### src/design/mlbmt_pkg.sv
// Shared types, constants and lane helpers for the multi-lane bus master transfer core.
package mlbmt_pkg;

  // Lane counts and bus shape
  localparam int unsigned MAX_LANES   = 4;
  localparam int unsigned LaneW       = 4;
  localparam logic [3:0]  CmdLen      = 4'd7;
  localparam logic [3:0]  DataLen     = 4'd8;

  // Port word widths
  localparam int unsigned InDataW     = 24;
  localparam int unsigned OutDataW    = 24;

  // Lane width register codes
  localparam logic [1:0] LANES_ONE    = 2'd0;
  localparam logic [1:0] LANES_TWO    = 2'd1;

  // Transfer modes
  localparam logic [1:0] MODE_READ    = 2'd0;
  localparam logic [1:0] MODE_WRITE   = 2'd1;

  // Status bits
  localparam int unsigned StatBusy    = 0;
  localparam int unsigned StatNak     = 1;

  typedef enum logic [3:0] {
    PH_IDLE      = 4'd0,
    PH_CMD_RISE  = 4'd1,
    PH_CMD_FALL  = 4'd2,
    PH_STAT_RISE = 4'd3,
    PH_STAT_FALL = 4'd4,
    PH_DATA_RISE = 4'd5,
    PH_DATA_FALL = 4'd6,
    PH_FINAL     = 4'd7
  } phase_e;

  // Transfer engine state
  typedef struct packed {
    phase_e            phase;
    logic [3:0]        bit_count;
    logic [7:0]        shift_out;
    logic [7:0]        shift_in;
    logic [LaneW-1:0]  lane_levels;
    logic              clock_reg;
    logic [1:0]        status_reg;
    logic [1:0]        mode_latch;
    logic              first_chunk;
    logic [7:0]        wbyte_latch;
  } xfer_state_t;

  // One tick of pin inputs
  typedef struct packed {
    logic              start_req;
    logic [1:0]        mode;
    logic [6:0]        command_bits;
    logic [7:0]        write_data;
    logic              miso;
    logic [LaneW-1:0]  lanes_in;
  } tick_in_t;

  // One tick of pin outputs
  typedef struct packed {
    logic              clock_level;
    logic              select_active;
    logic [LaneW-1:0]  lanes_out;
    logic              lanes_driven;
    logic              idle;
    logic              done_res;
    logic [1:0]        status;
    logic [7:0]        read_byte;
  } tick_out_t;

  // Active lane count for a width code, clamped to the lanes that exist
  function automatic logic [2:0] lane_total(input logic [1:0] code);
    logic [2:0] n;
    if (code == LANES_ONE) begin
      n = 3'd1;
    end else if (code == LANES_TWO) begin
      n = 3'd2;
    end else begin
      n = 3'd4;
    end
    if (n > 3'(MAX_LANES)) begin
      n = 3'(MAX_LANES);
    end
    return n;
  endfunction

endpackage

### src/design/mlbmt_tick.sv
// Next-state and pin result logic for one half-clock tick of the transfer.
module mlbmt_tick
  import mlbmt_pkg::*;
(
  input  xfer_state_t cur_i,
  input  tick_in_t    tick_i,
  input  logic [1:0]  lane_code_i,
  output xfer_state_t nxt_o,
  output tick_out_t   res_o
);

  // Drive one chunk of the shift register onto the lanes
  function automatic xfer_state_t drive_chunk(input xfer_state_t s, input logic [2:0] n,
                                              input logic is_cmd);
    logic [3:0] lim;
    logic       b;
    lim = is_cmd ? CmdLen : DataLen;
    for (int k = 0; k < LaneW; k++) begin
      if (3'(k) < n && s.bit_count < lim) begin
        b = is_cmd ? s.shift_out[s.bit_count[2:0]]
                   : s.shift_out[3'd7 - s.bit_count[2:0]];
        s.lane_levels[k] = b;
        s.bit_count = s.bit_count + 4'd1;
      end
    end
    return s;
  endfunction

  // Shift in one chunk of sampled lanes, lowest lane first
  function automatic xfer_state_t sample_chunk(input xfer_state_t s, input logic [2:0] n,
                                               input logic [LaneW-1:0] lanes);
    for (int k = 0; k < LaneW; k++) begin
      if (3'(k) < n && s.bit_count < DataLen) begin
        s.shift_in = {s.shift_in[6:0], lanes[k]};
        s.bit_count = s.bit_count + 4'd1;
      end
    end
    return s;
  endfunction

  logic [2:0]  n_lanes;
  logic        done;
  xfer_state_t nxt;

  assign n_lanes = lane_total(lane_code_i);

  // Advance the transfer by one half period
  always_comb begin
    nxt  = cur_i;
    done = 1'b0;
    unique case (cur_i.phase)
      PH_IDLE: begin
        nxt.clock_reg = 1'b0;
        if (tick_i.start_req) begin
          nxt.mode_latch  = tick_i.mode;
          nxt.shift_out   = {1'b0, tick_i.command_bits};
          nxt.wbyte_latch = tick_i.write_data;
          nxt.shift_in    = '0;
          nxt.status_reg  = '0;
          nxt.bit_count   = '0;
          nxt.first_chunk = 1'b0;
          nxt             = drive_chunk(nxt, n_lanes, 1'b1);
          nxt.phase       = PH_CMD_RISE;
        end
      end
      PH_CMD_RISE: begin
        nxt.clock_reg = 1'b1;
        nxt.phase     = PH_CMD_FALL;
      end
      PH_CMD_FALL: begin
        nxt.clock_reg = 1'b0;
        if (cur_i.bit_count < CmdLen) begin
          nxt       = drive_chunk(nxt, n_lanes, 1'b1);
          nxt.phase = PH_CMD_RISE;
        end else begin
          nxt.phase = PH_STAT_RISE;
        end
      end
      PH_STAT_RISE: begin
        nxt.clock_reg = 1'b1;
        if (tick_i.miso) begin
          nxt.status_reg[StatBusy] = 1'b1;
        end
        nxt.phase = PH_STAT_FALL;
      end
      PH_STAT_FALL: begin
        nxt.clock_reg = 1'b0;
        if (cur_i.mode_latch != MODE_READ && cur_i.mode_latch != MODE_WRITE) begin
          done = 1'b1;
        end else if (cur_i.status_reg[StatBusy]) begin
          nxt.phase = PH_FINAL;
        end else begin
          nxt.bit_count   = '0;
          nxt.first_chunk = 1'b1;
          if (cur_i.mode_latch == MODE_WRITE) begin
            nxt.shift_out = cur_i.wbyte_latch;
            nxt           = drive_chunk(nxt, n_lanes, 1'b0);
          end
          nxt.phase = PH_DATA_RISE;
        end
      end
      PH_DATA_RISE: begin
        if (cur_i.mode_latch == MODE_READ) begin
          nxt = sample_chunk(nxt, n_lanes, tick_i.lanes_in);
        end
        nxt.clock_reg = 1'b1;
        nxt.phase     = PH_DATA_FALL;
        // NAK on the first data chunk aborts on the next edge
        if (cur_i.first_chunk) begin
          nxt.first_chunk = 1'b0;
          if (tick_i.miso) begin
            nxt.status_reg[StatNak] = 1'b1;
            nxt.phase               = PH_FINAL;
          end
        end
      end
      PH_DATA_FALL: begin
        nxt.clock_reg = 1'b0;
        if (cur_i.bit_count < DataLen) begin
          if (cur_i.mode_latch == MODE_WRITE) begin
            nxt = drive_chunk(nxt, n_lanes, 1'b0);
          end
          nxt.phase = PH_DATA_RISE;
        end else begin
          nxt.phase = PH_FINAL;
        end
      end
      PH_FINAL: begin
        nxt.clock_reg = ~cur_i.clock_reg;
        done          = 1'b1;
      end
      default: begin
        nxt.clock_reg = 1'b0;
        nxt.phase     = PH_IDLE;
      end
    endcase
    if (done) begin
      nxt.phase = PH_IDLE;
    end
  end

  assign nxt_o = nxt;

  // Form the pin levels after this tick
  always_comb begin
    res_o.clock_level   = nxt.clock_reg;
    res_o.select_active = (nxt.phase != PH_IDLE);
    res_o.lanes_out     = nxt.lane_levels;
    res_o.lanes_driven  = !(nxt.mode_latch == MODE_READ && nxt.phase >= PH_STAT_RISE &&
                            nxt.phase <= PH_FINAL);
    res_o.idle          = (nxt.phase == PH_IDLE);
    res_o.done_res      = done;
    res_o.status        = done ? nxt.status_reg : 2'b00;
    res_o.read_byte     = (done && nxt.mode_latch == MODE_READ) ? nxt.shift_in : 8'h00;
  end

endmodule

### src/design/multi_lane_bus_master_transfer_core.sv
// Top level of the multi-lane bus master: stream ports, state and result registers.
// Each input word is one half period of the bus clock; its result word is registered and
// appears in the cycle after acceptance, from the output register.
// One word is accepted every cycle; the only stall is a full output register that the
// downstream side does not take in the same cycle.
// Reset (rst_ni low, asynchronous) returns the engine to idle with the bus clock low, all
// lanes low, status cleared, the lane width register at one lane and the output empty.
module multi_lane_bus_master_transfer_core
  import mlbmt_pkg::*;
(
  input  logic                clk_i,
  input  logic                rst_ni,
  // Lane width register
  input  logic                cfg_we_i,
  input  logic [1:0]          cfg_wdata_i,
  // Tick input: [0] start_req, [2:1] mode, [9:3] command_bits, [17:10] write_data,
  // [18] miso, [22:19] lanes_in, [23] zero
  input  logic                s_axis_tvalid,
  output logic                s_axis_tready,
  input  logic [InDataW-1:0]  s_axis_tdata,
  // Tick result: [0] clock_level, [1] select_active, [5:2] lanes_out, [6] lanes_driven,
  // [7] idle, [9:8] status, [17:10] read_byte, [23:18] zero
  output logic                m_axis_tvalid,
  input  logic                m_axis_tready,
  output logic [OutDataW-1:0] m_axis_tdata,
  // done_res: transfer finished on this tick
  output logic                m_axis_tlast
);

  logic [1:0]          lane_code_q;
  xfer_state_t         state_q, state_d;
  tick_in_t            tick_in;
  tick_out_t           tick_res;
  logic                out_valid_q;
  logic [OutDataW-1:0] out_data_q;
  logic                out_last_q;
  logic                accept;

  // Unpack the input word
  assign tick_in.start_req    = s_axis_tdata[0];
  assign tick_in.mode         = s_axis_tdata[2:1];
  assign tick_in.command_bits = s_axis_tdata[9:3];
  assign tick_in.write_data   = s_axis_tdata[17:10];
  assign tick_in.miso         = s_axis_tdata[18];
  assign tick_in.lanes_in     = s_axis_tdata[22:19];

  assign s_axis_tready = !out_valid_q || m_axis_tready;
  assign accept        = s_axis_tvalid && s_axis_tready;

  mlbmt_tick u_tick (
    .cur_i       (state_q),
    .tick_i      (tick_in),
    .lane_code_i (lane_code_q),
    .nxt_o       (state_d),
    .res_o       (tick_res)
  );

  // Lane width register
  always_ff @(posedge clk_i or negedge rst_ni) begin
    if (!rst_ni) begin
      lane_code_q <= LANES_ONE;
    end else if (cfg_we_i) begin
      lane_code_q <= cfg_wdata_i;
    end
  end

  // Advance the engine on each accepted word
  always_ff @(posedge clk_i or negedge rst_ni) begin
    if (!rst_ni) begin
      state_q <= '{phase: PH_IDLE, default: '0};
    end else if (accept) begin
      state_q <= state_d;
    end
  end

  // Output register: load on accept, drop when taken
  always_ff @(posedge clk_i or negedge rst_ni) begin
    if (!rst_ni) begin
      out_valid_q <= 1'b0;
    end else if (accept) begin
      out_valid_q <= 1'b1;
    end else if (m_axis_tready) begin
      out_valid_q <= 1'b0;
    end
  end

  // Hold the result payload
  always_ff @(posedge clk_i) begin
    if (accept) begin
      out_data_q <= {6'b0, tick_res.read_byte, tick_res.status, tick_res.idle,
                     tick_res.lanes_driven, tick_res.lanes_out, tick_res.select_active,
                     tick_res.clock_level};
      out_last_q <= tick_res.done_res;
    end
  end

  assign m_axis_tvalid = out_valid_q;
  assign m_axis_tdata  = out_data_q;
  assign m_axis_tlast  = out_last_q;

  // A finished transfer leaves the engine idle with select released
  a_done_idle: assert property (@(posedge clk_i) disable iff (!rst_ni)
    (m_axis_tvalid && m_axis_tlast) |-> (m_axis_tdata[7] && !m_axis_tdata[1]))
    else $error("done word without idle");

  // Status and read byte are only reported with done
  a_status_done: assert property (@(posedge clk_i) disable iff (!rst_ni)
    (m_axis_tvalid && !m_axis_tlast) |-> (m_axis_tdata[17:8] == 10'd0))
    else $error("status or read byte outside done");

  // Bit counter never runs past one byte
  a_bit_count: assert property (@(posedge clk_i) disable iff (!rst_ni)
    state_q.bit_count <= DataLen)
    else $error("bit counter overrun");

  // A stalled result blocks new words
  a_stall: assert property (@(posedge clk_i) disable iff (!rst_ni)
    (out_valid_q && !m_axis_tready) |-> !accept)
    else $error("word accepted over a stalled result");

  // The engine only moves on an accepted word
  a_state_hold: assert property (@(posedge clk_i) disable iff (!rst_ni)
    !accept |=> $stable(state_q))
    else $error("state changed without a word");

endmodule
### config.mk
export PLATFORM = sky130hd
export DESIGN_NAME = multi_lane_bus_master_transfer_core
export DESIGN_NICKNAME = d
export VERILOG_FILES = /design/src/design/mlbmt_pkg.sv /design/src/design/mlbmt_tick.sv /design/src/design/multi_lane_bus_master_transfer_core.sv
export SDC_FILE = /design/constraint.sdc
export NUM_CORES = 1
export LEC_CHECK = 0
export ABC_AREA = 1
export ABC_CLOCK_PERIOD_IN_PS = 3380
export BUFFER_PORTS_ARGS = -buffer_cell sky130_fd_sc_hd__buf_2
export CELL_PAD_IN_SITES_DETAIL_PLACEMENT = 1
export CELL_PAD_IN_SITES_GLOBAL_PLACEMENT = 1
export CORE_UTILIZATION = 39
export CTS_CLUSTER_SIZE = 40
export DETAILED_ROUTE_END_ITERATION = 16
export MAX_ROUTING_LAYER = met4
export PLACE_DENSITY = 0.81
export SKIP_LAST_GASP = 1
export SLEW_MARGIN = 20
export SYNTH_ARGS = -nofsm -noshare
export SYNTH_HDL_FRONTEND = slang
export SYNTH_SLANG_ARGS = --single-unit
### constraint.sdc
create_clock -name clk_i -period 3.38 [get_ports clk_i]
set_clock_uncertainty 0.1 [all_clocks]
set_input_delay 0.676 -clock clk_i [delete_from_list [all_inputs] [get_ports clk_i]]
set_output_delay 0.676 -clock clk_i [all_outputs]
set_load 0.05 [all_outputs]
==> results.py, run 1 <==
metrics = {
    "run_status": {
        "status": "complete, no violations",
    },
    "global_routing": {
        "first_global_vias": 5293,
        "grt-ovfl-total": 0,
        "grt_max_degree": 46,
        "grt_usage": 0.291,
        "grt_pass1_wl_mm": 28.2,
        "antenna_found_initial": 0,
    },
    "flow_run": {
        "max_cap_violations": 0,
    },
    "power_and_ir_drop": {
        "power_frac_seq": 0.177,
        "peakVddDrop_v": 0.000480,
        "power_density_mw_per_mm2": 1230,
        "p_sw_frac": 0.526,
        "p_switching_w": 0.00393,
        "p_comb_frac": 0.691,
        "p_int_w": 0.00354,
        "total_power_w": 0.00746,
        "power_frac_clock": 0.133,
        "leakage_nw": 2.74,
    },
    "critical_path": {
        "end_kind": "flop",
        "crit_required_ps": 3370,
        "worstPathArrival_ps": 3220,
        "crit_fanout": 4,
        "worstSetupPathType": "flop to flop",
        "cp-start-kind": "flop",
    },
    "final_layout": {
        "finalNetCount": 836,
        "area_growth_pct": 21.8,
        "n_antenna_cell": 0,
        "fin_cells": 971,
        "drive_above_1_share": 0.230,
        "finalInstanceArea_mm2": 0.00605,
        "final_cell_mix": "nand2_1, o21ai_0, inv_1",
        "final_common_cell": "nand2_1",
        "final_util": 0.495,
    },
    "routing": {
        "routed_via_density": 5.46,
        "via_count": 5299,
        "drt_iter0_drc": 374,
        "drc": 0,
        "drt_first_pass_iters": 4,
        "drt-wirelength-per-cell_um": 18.3,
        "ant_nets": 0,
        "postRouteWirelength_mm": 17.7,
    },
    "yosys": {
        "synth_area_leader_cell": "dfrtp_1",
        "synth_edf_count": 19,
        "postSynthCellCount": 713,
        "synth_seq_cells": 64,
        "netlist_area_mm2": 0.00497,
        "synth_ff_type": "dfrtp_1",
        "synth_area_leaders": "dfrtp_1, edfxtp_1, nand2_1, o21ai_0, inv_1",
        "ys.warnings.count": 0,
        "yosysSeqAreaShare": 0.342,
        "yosys.area.top_type_share": 0.227,
        "async_reset_ff_frac": 0.703,
        "yosysUniqueCellTypes": 52,
        "syn_avg_cell_area_um2": 6.97,
    },
    "cts": {
        "clock-root-buffer": "clkbuf_16",
        "postCtsHoldBufs": 0,
        "cts.sink_count": 64,
        "cts.path.max_buffers": 2,
        "htree_levels": 3,
        "clkTransAtPathRegs_ps": 60,
        "cts_buffers": 9,
        "clk_latency_ps": 340,
        "cts_tree": "done",
    },
    "timing": {
        "relSlewSlack": 0.554,
        "period_minus_slack_ps": 3230,
        "hold_viol_final": 0,
        "fmax_mhz": 309,
        "tightestPinTransition_ps": 669,
        "fin_crit_sh": 0.957,
        "final-max-slew-violation-count": 0,
        "finalSetupViolations": 0,
    },
    "floorplanning": {
        "coreArea_mm2": 0.0122,
        "die_width_um": 115,
        "initial_core_util": 0.407,
        "io_pins": 58,
        "rows": 40,
        "dieArea_mm2": 0.0132,
        "die_y_um": 115,
    },
    "placement": {
        "placed_cell_area_mm2": 0.00559,
        "dp_cells": 948,
        "gp_congestion": 0.923,
        "port_buffers": 50,
        "hpwl_mm": 13.5,
    },
    "min_path": {
        "hold_path_class": "primary input to async pin",
    },
}
-- worst paths after layout --
kind                                         start                         end  slack [ps]  cells past startpoint
setup reg to reg           state_q[35]$_DFFE_PN0P_   m_axis_tdata[4]$_DFFE_PP_         150                     20
hold reg to reg            state_q[13]$_DFFE_PN0P_     state_q[13]$_DFFE_PN0P_         420                      2
max in group asynchronous                   rst_ni  lane_code_q[1]$_DFFE_PN0P_        2160                      2
setup / recovery           state_q[35]$_DFFE_PN0P_   m_axis_tdata[4]$_DFFE_PP_         150                     20
min in group clk_i         state_q[13]$_DFFE_PN0P_     state_q[13]$_DFFE_PN0P_         420                      2
hold / removal                              rst_ni     state_q[19]$_DFFE_PN0P_         260                      1
-- sequential cells by signal, indices dropped and copies added (netlist names) --
name / flops
state_q: 42
m_axis_tdata: 18
lane_code_q: 2
m_axis_tlast: 1
m_axis_tvalid: 1
-- layout make-up --
class	instances	area [um2]
Fill cell	1664	6160
Multi-Input combinational cell	521	2830
Sequential cell	64	1700
Timing Repair Buffer	93	573
Inverter	109	415
Clock buffer	12	268
Tap cell	168	210
Clock inverter	4	50.0
-- critical path: stages, from the launching register on --
cell     delay [ps]
dfrtp_2         420
ha_4            250
inv_1            60
nand3_2          80
nand2_2          80
inv_2            50
ha_4            170
nand2_4          80
nand3_4         100
nor2_2          150
nor2_2           90
ha_4            170
a21oi_4         190
nand2_4         100
buf_4           150
nor2_1          190
nand3_1         170
nand2_1         100
nand2_1          50
nor2_1          180
inv_1            60
-- cells in the mapped netlist (4+ instances only) --
| cell type | instances |
|---|---|
| nand3_2 | 5 |
| nand3_1 | 53 |
| nand4_1 | 5 |
| nand2_1 | 149 |
| a211oi_1 | 4 |
| a31oi_1 | 6 |
| a21oi_1 | 41 |
| o221ai_1 | 5 |
| inv_1 | 94 |
| nor3_1 | 4 |
| buf_4 | 10 |
| nor2_1 | 63 |
| nand2_2 | 13 |
| dfrtp_1 | 45 |
| inv_2 | 11 |
| ha_1 | 7 |
| clkbuf_1 | 4 |
| nor2_2 | 6 |
| o211ai_1 | 7 |
| o21ai_0 | 98 |
| buf_2 | 7 |
| o21ai_1 | 8 |
| edfxtp_1 | 19 |
| nand2_4 | 8 |
-- through the flow --
step                hold slack, ps  TNS [ps]  setup WS, ps
CTS                            277     -1.33         -1.33
global route                   296     -62.7         -32.2
floorplan                      280         0          14.4
global placement               370         0          47.8
detailed placement             405      -135         -54.2
finish                         262         0           146
-- what timing repair did --
| item | 4_1_cts | 5_1_grt |
|---|---|---|
| pin swaps | 4 | 16 |
| gates resized for setup | 3 | 18 |
| setup buffers | 4 | 3 |
| endpoints found under the setup margin | 3 | 12 |
-- cell families (layout without fill, tap and decap cells) --
family / after synthesis / after routing / synth area share
compound gates: 190 / 190 / 0.223
xor+xnor: 4 / 4 / 0.00857
fa+ha+maj: 7 / 7 / 0.0176
buf+inv: 133 / 218 / 0.116
flops: 64 / 64 / 0.342
other cells: 1 / 6 / 0.000755
simple gates: 314 / 314 / 0.293
-- per-layer routing --
| layer | share of wire | vias up | GRT usage |
|---|---|---|---|
| met5 | 0 | - | - |
| met4 | 0.029 | 0 | 0.100 |
| met3 | 0.043 | 44 | 0.0538 |
| met2 | 0.47 | 134 | 0.447 |
| met1 | 0.46 | 2581 | 0.385 |
| li1 | - | 2540 | - |
-- power by group through the flow --
stage | clock network, W | registers (W) | logic, W
finish | 0.000990 | 0.00132 | 0.00515
global route | 0.00103 | 0.00134 | 0.00566
CTS | 0.00101 | 0.00131 | 0.00484
detailed placement | 0 | 0.00132 | 0.00470
global placement | 0 | 0.00131 | 0.00453
floorplan | 0 | 0.00140 | 0.00316
Power figures use the tool's default switching activity.
==> run 2, diff against run 1 <==
--- a/config.mk
+++ b/config.mk
@@ -6,15 +6,15 @@
 export NUM_CORES = 1
 export LEC_CHECK = 0
 export ABC_AREA = 1
-export ABC_CLOCK_PERIOD_IN_PS = 3380
+export ABC_CLOCK_PERIOD_IN_PS = 3100
 export BUFFER_PORTS_ARGS = -buffer_cell sky130_fd_sc_hd__buf_2
 export CELL_PAD_IN_SITES_DETAIL_PLACEMENT = 1
 export CELL_PAD_IN_SITES_GLOBAL_PLACEMENT = 1
-export CORE_UTILIZATION = 39
+export CORE_UTILIZATION = 43
 export CTS_CLUSTER_SIZE = 40
 export DETAILED_ROUTE_END_ITERATION = 16
 export MAX_ROUTING_LAYER = met4
-export PLACE_DENSITY = 0.81
+export PLACE_DENSITY = 0.84
 export SKIP_LAST_GASP = 1
 export SLEW_MARGIN = 20
 export SYNTH_ARGS = -nofsm -noshare
==> constraint.sdc (replaced) <==
create_clock -name clk_i -period 3.1 [get_ports clk_i]
set_clock_uncertainty 0.1 [all_clocks]
set_input_delay 0.62 -clock clk_i [delete_from_list [all_inputs] [get_ports clk_i]]
set_output_delay 0.62 -clock clk_i [all_outputs]
set_load 0.05 [all_outputs]
==> results.py, run 2 (synthesis results as in run 1) <==
metrics = {
    "critical_path": {
        "max_stage_delay_ps": 400,
        "path_cells": "buf_4 -> inv_1 -> nand2_2 -> nand2_2 -> inv_2 -> ha_4 -> inv_2 -> nand4_1 -> nand2_2 -> inv_2 -> ha_4 -> a21oi_4 -> nand2_2 -> nand2_2 -> nand2_4 -> ha_4 -> nand2_4 -> nand4_1 -> nand2_1 -> nand2_1 -> nand2_1 -> nand3_2 -> nand2_1 -> nand2_1",
        "crit_required_ps": 3230,
        "crit_fanout": 13,
        "worstPathArrival_ps": 3280,
        "cp-start-kind": "flop",
        "cp_slowest_cell": "dfrtp_1",
        "end_kind": "flop",
        "worstSetupPathType": "flop to flop",
    },
    "floorplanning": {
        "initial_core_util": 0.450,
        "die_y_um": 109,
        "io_pins": 58,
        "dieArea_mm2": 0.0120,
        "die_width_um": 109,
        "rows": 38,
        "coreArea_mm2": 0.0110,
    },
    "cts": {
        "postCtsHoldBufs": 0,
        "clock-root-buffer": "clkbuf_16",
        "cts.path.max_buffers": 2,
        "clk_latency_ps": 350,
        "htree_levels": 3,
        "cts.sink_count": 64,
        "clkTransAtPathRegs_ps": 60,
        "cts_tree": "done",
        "cts_buffers": 9,
    },
    "timing": {
        "tightestPinTransition_ps": 538,
        "finalSetupViolations": 4,
        "fmax_mhz": 317,
        "rsz0062_at_grt": "yes",
        "relSlewSlack": 0.637,
        "period_minus_slack_ps": 3150,
        "timing.hold.ws_ps": 138,
        "hold_viol_final": 0,
        "fin_crit_sh": 1.02,
        "final-max-slew-violation-count": 0,
        "setup_slack_ps": -51.0,
    },
    "power_and_ir_drop": {
        "power_frac_seq": 0.165,
        "peakVddDrop_v": 0.000699,
        "p_int_w": 0.00418,
        "p_sw_frac": 0.520,
        "p_switching_w": 0.00453,
        "leakage_nw": 2.83,
        "p_comb_frac": 0.717,
        "power_frac_clock": 0.118,
        "power_density_mw_per_mm2": 1400,
    },
    "routing": {
        "postRouteWirelength_mm": 18.4,
        "via_count": 5540,
        "routed_via_density": 5.73,
        "drt_first_pass_iters": 5,
        "drt_iter0_drc": 328,
        "ant_nets": 0,
        "drt-wirelength-per-cell_um": 19.0,
        "drc": 0,
    },
    "global_routing": {
        "antenna_found_initial": 0,
        "grt_max_degree": 46,
        "grt-ovfl-total": 0,
        "first_global_vias": 5820,
        "grt_usage": 0.332,
        "grt_pass1_wl_mm": 28.9,
    },
    "final_layout": {
        "final_cell_mix": "nand2_1, o21ai_0, inv_1",
        "n_antenna_cell": 0,
        "top_register": "state_q",
        "final_common_cell": "nand2_1",
        "drive_above_1_share": 0.262,
        "multiInputGateArea_mm2": 0.00289,
        "finalNetCount": 859,
        "register_area_mm2": 0.00170,
        "fin_cells": 966,
        "fillers": 1447,
        "largest_register_ffs": 42,
        "area_growth_pct": 25.0,
    },
    "placement": {
        "gp_congestion": 0.906,
        "port_buffers": 50,
        "hpwl_mm": 13.6,
        "dp_cells": 936,
    },
    "run_status": {
        "status": "finished with violations",
        "failed_checks": "setup timing",
    },
    "flow_run": {
        "max_cap_violations": 0,
    },
    "min_path": {
        "hold_path_class": "primary input to async pin",
    },
}
==> run 2: cell types whose count changed in the layout (fill, tap and decap cells not counted), sizes merged <==
cell    before  now
inv        107  108
buf         93  116
clkbuf      12   11
==> run 2: worst max-delay path, delay by kind of cell, from the launching register on <==
family / cells / cell delay [ps]
adder cells (fa/ha/maj): 3 / 560
buffers and inverters: 5 / 500
flip-flops: 1 / 400
AND/OR/NAND/NOR: 15 / 1290
AO/OA/AOI/OAI: 1 / 190
==> run 2: metrics by stage <==
step           setup TNS (ps)  total power [W]   util  instance area, um2  worst slack, ps
2_1_floorplan            -313          0.00515      -                5080             -143
3_3_place_gp            -12.9          0.00679  0.520                5740            -12.9
3_5_place_dp             -746          0.00710  0.520                5740             -145
4_1_cts                  -113          0.00842  0.554                6110            -52.6
5_1_grt                 -1350          0.00933  0.563                6210             -242
6_report                 -147          0.00872  0.563                6210            -51.0
==> run 2: final timing paths <==
| check | from | endpoint | slack [ps] | cells past startpoint |
|---|---|---|---|---|
| worst min register to register | state_q[13]$_DFFE_PN0P_ | state_q[13]$_DFFE_PN0P_ | 420 | 2 |
| worst max register to register | state_q[34]$_DFFE_PN0P_ | state_q[17]$_DFFE_PN0P_ | -50 | 24 |
| max in group asynchronous | rst_ni | state_q[32]$_DFFE_PN0P_ | 2010 | 2 |
| min in group clk_i | s_axis_tdata[17] | state_q[7]$_DFFE_PN0P_ | 390 | 3 |
| worst max-delay path | state_q[34]$_DFFE_PN0P_ | state_q[17]$_DFFE_PN0P_ | -50 | 24 |
| worst min-delay path | rst_ni | state_q[40]$_DFFE_PN0P_ | 140 | 1 |
==> run 2: power groups by stage <==
stage | Sequential, W | Clock, W | Combinational (W)
2_1_floorplan | 0.00153 | 0 | 0.00362
3_3_place_gp | 0.00142 | 0 | 0.00537
3_5_place_dp | 0.00144 | 0 | 0.00567
4_1_cts | 0.00143 | 0.00104 | 0.00595
5_1_grt | 0.00146 | 0.00106 | 0.00681
6_report | 0.00144 | 0.00103 | 0.00625
==> run 2: timing repair <==
action / 4_1_cts / 5_1_grt
setup buffers: 8 / 6
resized for setup: 11 / 10
endpoints found under the setup margin: 8 / 9
pin swaps: 15 / 19
==> run 2: per-layer routing <==
| metal | GRT usage | vias up | part of all wire |
|---|---|---|---|
| met2 | 0.549 | 197 | 0.48 |
| met4 | 0.132 | 0 | 0.032 |
| met1 | 0.404 | 2704 | 0.43 |
| met3 | 0.0539 | 52 | 0.052 |
| met5 | - | - | 0 |
| li1 | - | 2587 | - |
==> run 2: final cells by class <==
class | instances | share of cell area
multi-input cells | 521 | 0.465
inverters | 109 | 0.0673
well taps | 140 | 0.0282
clock buffers | 11 | 0.0375
flip-flops and latches | 64 | 0.273
clock inverters | 5 | 0.00907
repair buffers | 116 | 0.120
==> run 3, diff against run 2 <==
--- a/config.mk
+++ b/config.mk
@@ -10,11 +10,12 @@
 export BUFFER_PORTS_ARGS = -buffer_cell sky130_fd_sc_hd__buf_2
 export CELL_PAD_IN_SITES_DETAIL_PLACEMENT = 1
 export CELL_PAD_IN_SITES_GLOBAL_PLACEMENT = 1
-export CORE_UTILIZATION = 43
+export CORE_UTILIZATION = 44
+export CTS_BUF_LIST = sky130_fd_sc_hd__clkbuf_2 sky130_fd_sc_hd__clkbuf_4 sky130_fd_sc_hd__clkbuf_8
 export CTS_CLUSTER_SIZE = 40
 export DETAILED_ROUTE_END_ITERATION = 16
 export MAX_ROUTING_LAYER = met4
-export PLACE_DENSITY = 0.84
+export PLACE_DENSITY = 0.86
 export SKIP_LAST_GASP = 1
 export SLEW_MARGIN = 20
 export SYNTH_ARGS = -nofsm -noshare
==> results.py, run 3 (synthesis results as in run 1) <==
metrics = {
    "floorplanning": {
        "dieArea_mm2": 0.0117,
        "die_y_um": 108,
        "initial_core_util": 0.454,
        "coreArea_mm2": 0.0109,
        "rows": 38,
        "die_width_um": 108,
        "io_pins": 58,
    },
    "final_layout": {
        "final_common_cell": "nand2_1",
        "final_util": 0.568,
        "n_antenna_cell": 0,
        "top_register": "state_q",
        "multiInputGateArea_mm2": 0.00294,
        "largest_register_ffs": 42,
        "finalInstanceArea_mm2": 0.00622,
        "finalNetCount": 861,
        "register_area_mm2": 0.00170,
        "area_growth_pct": 25.1,
        "final_cell_mix": "nand2_1, o21ai_0, inv_1",
        "drive_above_1_share": 0.273,
        "fillers": 1461,
    },
    "timing": {
        "final-max-slew-violation-count": 0,
        "fmax_mhz": 319,
        "hold_viol_final": 0,
        "period_minus_slack_ps": 3140,
        "fin_crit_sh": 1.01,
        "tightestPinTransition_ps": 760,
        "timing.hold.ws_ps": 217,
        "setup_tns_ps": -66.7,
        "finalSetupViolations": 4,
        "rsz0062_at_grt": "yes",
        "setup_slack_ps": -35.0,
        "relSlewSlack": 0.493,
    },
    "flow_run": {
        "max_cap_violations": 0,
    },
    "critical_path": {
        "crit_fanout": 4,
        "crit_required_ps": 3110,
        "path_cells": "ha_4 -> nand2_4 -> nand2_4 -> nand2_4 -> nand2_2 -> inv_2 -> ha_4 -> nand2_4 -> nand3_4 -> nand2_4 -> nand2_2 -> inv_2 -> ha_4 -> a21oi_4 -> nand3_4 -> nand2_4 -> inv_4 -> ha_4 -> nand2_4 -> nand4_1 -> nand2_1 -> nand2_1 -> nand2_1 -> nand3_2",
        "worstSetupPathType": "flop to flop",
        "r2r_end": "m_axis_tdata[5]$_DFFE_PP_",
        "crit_buf_inv": 3,
        "rr_worst_depth": 24,
        "end_kind": "flop",
        "worstPathArrival_ps": 3140,
        "reg2reg_from": "state_q[35]$_DFFE_PN0P_",
        "rrSetupSlack_ps": -40,
        "max_stage_delay_ps": 440,
        "crit_family": "simple AND/OR/NAND/NOR gates",
        "cp_slowest_cell": "dfrtp_2",
        "cp-start-kind": "flop",
        "crit_top_cell": "nand2_4",
    },
    "global_routing": {
        "grt-ovfl-total": 0,
        "first_global_vias": 5737,
        "antenna_found_initial": 0,
        "grt_usage": 0.330,
        "grt_max_degree": 36,
        "grt_pass1_wl_mm": 28.6,
    },
    "placement": {
        "placed_cell_area_mm2": 0.00574,
        "port_buffers": 50,
        "pre_cts_slack_ps": -107,
        "gp_congestion": 0.954,
        "hpwl_mm": 13.4,
    },
    "cts": {
        "clk_latency_ps": 360,
        "clock-root-buffer": "clkbuf_8",
        "cts_buffers": 9,
        "cts_tree": "done",
        "postCtsHoldBufs": 0,
        "cts.sink_count": 64,
        "htree_levels": 3,
        "clkTransAtPathRegs_ps": 90,
        "cts.path.max_buffers": 2,
    },
    "routing": {
        "drt-wirelength-per-cell_um": 18.9,
        "drt_first_pass_iters": 5,
        "via_count": 5567,
        "ant_nets": 0,
        "drc": 0,
        "drt_iter0_drc": 362,
        "routed_via_density": 5.75,
        "postRouteWirelength_mm": 18.3,
    },
    "power_and_ir_drop": {
        "power_density_mw_per_mm2": 1400,
        "leakage_nw": 2.83,
        "peakVddDrop_v": 0.000666,
    },
    "run_status": {
        "failed_checks": "setup timing",
        "status": "finished with violations",
    },
    "min_path": {
        "hold_path_class": "primary input to async pin",
    },
}
## run 3: report_power, final
part | total, W | leakage, nW | internal, W | switching [W]
registers | 0.00143 | 0.761 | 0.00117 | 0.000255
clock network | 0.000835 | 0.103 | 0.000458 | 0.000377
logic | 0.00643 | 1.97 | 0.00247 | 0.00396
total | 0.00869 | 2.83 | 0.00410 | 0.00459
## run 3: worst max path at each step
stage                             from                        end  slack, ps  cells past startpoint
2_1_floorplan  state_q[35]$_DFFE_PN0P_  m_axis_tdata[5]$_DFFE_PP_       -140                     24
3_3_place_gp   state_q[35]$_DFFE_PN0P_  m_axis_tdata[5]$_DFFE_PP_         -3                     22
3_5_place_dp   state_q[35]$_DFFE_PN0P_  m_axis_tdata[5]$_DFFE_PP_       -110                     23
4_1_cts        state_q[35]$_DFFE_PN0P_  m_axis_tdata[5]$_DFFE_PP_       0.05                     23
5_1_grt        state_q[35]$_DFFE_PN0P_    state_q[37]$_DFFE_PN0P_       -180                     23
6_report       state_q[35]$_DFFE_PN0P_  m_axis_tdata[5]$_DFFE_PP_        -40                     24
## run 3: area by class of cell
cell class / instances / share of cell area
Timing Repair Buffer: 118 / 0.124
Inverter: 109 / 0.0672
Tap cell: 140 / 0.0282
Multi-Input combinational cell: 521 / 0.472
Clock inverter: 6 / 0.0135
Clock buffer: 10 / 0.0211
Sequential cell: 64 / 0.273
## run 3: metrics by stage
stage | total power [W] | cells
after floorplan | 0.00515 | 718
after global placement | 0.00670 | 935
after detailed placement | 0.00699 | 935
after CTS | 0.00809 | 958
after global routing | 0.00929 | 968
final | 0.00869 | 968
## run 3: layer usage
metal  GRT usage  part of all wire  up-vias
met5           -                 0        -
met1       0.404              0.43     2731
met4       0.111             0.023        0
li1            -                 -     2585
met3      0.0657             0.064       41
met2       0.545              0.48      210
## run 3: repair_timing
item,4_1_cts,5_1_grt
gates cloned,0,0
pin swaps,13,19
endpoints found under the setup margin,7,11
setup buffers,7,10
gates resized for setup,9,25
